==> config.mk <==
export PLATFORM = sky130hd
export DESIGN_NAME = kpc_ram
export DESIGN_NICKNAME = d
export VERILOG_FILES = /design/src/rtl/kpc_ram.sv
export SDC_FILE = /design/constraint.sdc
export NUM_CORES = 1
export LEC_CHECK = 0
export BUFFER_PORTS_ARGS = -buffer_cell sky130_fd_sc_hd__buf_2
export CAP_MARGIN = 25
export CORE_ASPECT_RATIO = 1.25
export CORE_UTILIZATION = 56
export CTS_BUF_LIST = sky130_fd_sc_hd__clkbuf_4
export CTS_CLUSTER_SIZE = 28
export DETAILED_ROUTE_END_ITERATION = 6
export PLACE_DENSITY = 0.83
export SLEW_MARGIN = 20
export SYNTH_ARGS = -nofsm -noshare
export SYNTH_HDL_FRONTEND = slang
export SYNTH_SLANG_ARGS = --single-unit
==> constraint.sdc <==
create_clock -name clock -period 6 [get_ports clock]
set_clock_uncertainty 0.05 [all_clocks]
set_input_delay 0.6 -clock clock [delete_from_list [all_inputs] [get_ports clock]]
set_output_delay 0.6 -clock clock [all_outputs]
set_load 0.1 [all_outputs]
==> src/rtl/kpc_ram.sv <==
// Generic simple dual-port RAM, one write and one registered read port.
// No dependencies.
module kpc_ram #(
   parameter int unsigned WIDTH = 32,
   parameter int unsigned DEPTH = 16,
   parameter int unsigned AW    = (DEPTH > 1) ? $clog2(DEPTH) : 1
) (
   input  logic                   clock,
   input  logic                   we,
   input  logic [AW-1:0]          waddr,
   input  logic [WIDTH-1:0]       wdata,
   input  logic [AW-1:0]          raddr,
   output logic [WIDTH-1:0]       rdata
);
   logic [WIDTH-1:0] mem [DEPTH];

   always_ff @(posedge clock) begin
      if (we) begin
         mem[waddr] <= wdata;
      end
      rdata <= mem[raddr];
   end
endmodule

==> run_results.csv <==
group,metric,value,unit
global_route,busiest_layer,"met2",
drt,drc,0,
floorplan,ios,74,
synthesis,syn_area,0.0199,mm2
global_route,antenna_found_initial,4,
global_route,grt_max_degree,67,
clock_tree,clockBufferDepth,3,
setup_path,path_max_fanout,66,
synthesis,synthCells,838,
floorplan,die_y,213,um
drt,wl_per_cell,25.8,um
global_route,grt_use_total,23.6,%
worst_hold_path,min_path_type,"in2reg",
clock_tree,cts_setup_buffers,0,
clock_tree,cts_resized,0,
layout,stdcell_area,0.0225,mm2
setup_path,worstSetupPathType,"in2reg",
layout,nets,1053,
run,cap_violations,0,
synthesis,synth_cell_types,18,
setup_path,worst_ep_required_time,6.65,ns
sta,fin_setup_tns,0,ns
drt,firstDrtPassIters,7,
synthesis,synth.most_common_cell,"edfxtp_1",
drt,routed_wirelength,40600,um
power_and_ir_drop,power.density,340,mW/mm2
setup_path,worstSetupEndpointType,"flop",
global_route,use_met2,38.5,%
setup_path,crit_arrival,2.92,ns
synthesis,synthTopCellsByCount,"512 x edfxtp_1, 128 x mux4_2, 64 x a22oi_1, 33 x nand2_1, 32 x dfxtp_1",
power_and_ir_drop,leakagePower,7.38,nW
layout,synthToLayoutAreaGrowth,13.2,%
sta,min_period,2.27,ns
power_and_ir_drop,p_total,7.64,mW
synthesis,ys_seq_area_share,80.7,%
placed_design,post_dp_cell_area,0.0209,mm2
synthesis,synthTopCellsByArea,"edfxtp_1 77%, mux4_2 15%, dfxtp_1 3.2%, a22oi_1 2.4%, nand2_1 0.62%",
sta,rsz0062_at_grt,"no",
clock_tree,htreeDepth,3,
sta,worst_slack,3.73,ns
clock_tree,clock_latency,0.83,ns
clock_tree,clkTransAtPathRegs,0.08,ns
sta,hold_ws,0.0826,ns
synthesis,synth_nets,880,
power_and_ir_drop,ir_drop,0.000176,V
sta,max_freq,440,MHz
layout,drive_gt1_share,39.1,%
synthesis,async_flop_share,0,%
placed_design,gp_congestion,0.696,
synthesis,synth_ff_type,"edfxtp_1",
synthesis,yosys.area.top_type,"edfxtp_1",
sta,worstMarginPinSlew,1.03,ns
synthesis,yosys_warnings,0,
clock_tree,cts.sinks,544,
global_route,use_met3,5.44,%
synthesis,avgSynthCellArea,23.7,um2
placed_design,port_buffers,73,
synthesis,ys_seq_elements,544,
global_route,grt_pass1_wl,60100,um
floorplan,dieArea,0.0362,mm2
sta,max_slew_margin,31.6,%
synthesis,synth_edf_count,512,
floorplan,initial_core_util,57.2,%
clock_tree,cts_hold_buf,0,
placed_design,place_hpwl,20000,um
sta,hold_viol_final,0,
global_route,grt_pass1_vias,10000,
drt,dr_total_vias,9560,
setup_path,start_kind,"input pin",
clock_tree,cts_root_buf,"clkbuf_4",
global_route,grt_util_met1,31.4,%
drt,drt-vias-per-instance,6.06,
clock_tree,cts_tree,"done",
sta,fin_crit_sh,37.9,%
synthesis,synth_top_area_share,77.4,%
floorplan,core_area,0.0347,mm2
sta,setup_violations,0,
drt,drtIter0Drc,996,
floorplan,die_w,170,um
global_route,overflow,0,
floorplan,num_rows,76,
clock_tree,cts_buffers,118,
sta,slew_violations,0,
run_status,status,"finished, final reports clean",
drt,postRouteAntennaNets,0,
placed_design,dp_slack,2.83,ns
==> worst paths after layout <==
path	to	start	slack, ns	depth (start not counted)
worst max-delay path	rdata[10]$_DFF_P_	raddr[0]	3.73	5
worst min-delay path	mem[0][12]$_DFFE_PP_	wdata[12]	0.08	1
worst min register to register	rdata[5]$_DFF_P_	mem[14][5]$_DFFE_PP_	0.60	3
worst max register to register	rdata[12]$_DFF_P_	mem[0][12]$_DFFE_PP_	4.50	3
==> state kept, by name, indices dropped and copies added (netlist names) <==
register and flops:
mem 512, rdata 32
==> cells in the final DEF, fill, tap and decap left out, types with 2 or more instances in the layout <==
cell type and count:
nand3b_1 2, clkinv_1 29, diode_2 2, nor2b_4 2, nor3_2 4, edfxtp_1 512
buf_2 71, clkinv_2 4, bufinv_16 3, nand2b_1 2, clkbuf_4 177, nor2_4 13
dfxtp_1 32, buf_4 24, inv_2 3, mux4_2 128, a22oi_1 64, nand2_1 33
==> cells by family (layout without fill, tap and decap cells) <==
kind of cell	after synthesis	count (layout)	synth area share [%]
mux	128	128	14.5
flops	544	544	80.7
compound gates	64	64	2.42
other cells	0	2	0
simple gates	59	59	1.27
buf+inv	43	313	1.12
==> stage by stage <==
step / cells / util (%)
floorplan: 838 / -
global route: 1577 / 64.7
finish: 1578 / 64.7
detailed placement: 1359 / 60.2
global placement: 1359 / 60.2
CTS: 1576 / 64.7
==> worst max-delay path: stages <==
cell and delay, ns:
clkbuf_8 0.60, buf_4 0.73, mux4_2 0.61, a22oi_1 0.22, nand2_1 0.07
==> power breakdown <==
part / total (mW) / leakage (nW) / switching [mW] / internal (mW)
Combinational: 0.542 / 1.55 / 0.393 / 0.149
Sequential: 4.27 / 4.89 / 0.0255 / 4.24
Clock: 2.83 / 0.931 / 1.35 / 1.48
Total: 7.64 / 7.38 / 1.77 / 5.87
==> metal layers <==
| metal | wire length [um] | up-vias |
|---|---|---|
| met4 | 982 | 4 |
| met3 | 3850 | 81 |
| met2 | 20600 | 548 |
| met5 | 23 | - |
| met1 | 15200 | 4929 |
| li1 | - | 3998 |
==> area by class of cell <==
type                       count  area [um2]
antenna                        2        5.00
timing repair buffer          96         549
fill                        2127       12200
tap                          468         586
clock buffer                 177        1330
multi-input combinational    251        3750
sequential                   544       16000
clock inverter                40         238
Power figures use the tool's default switching activity.
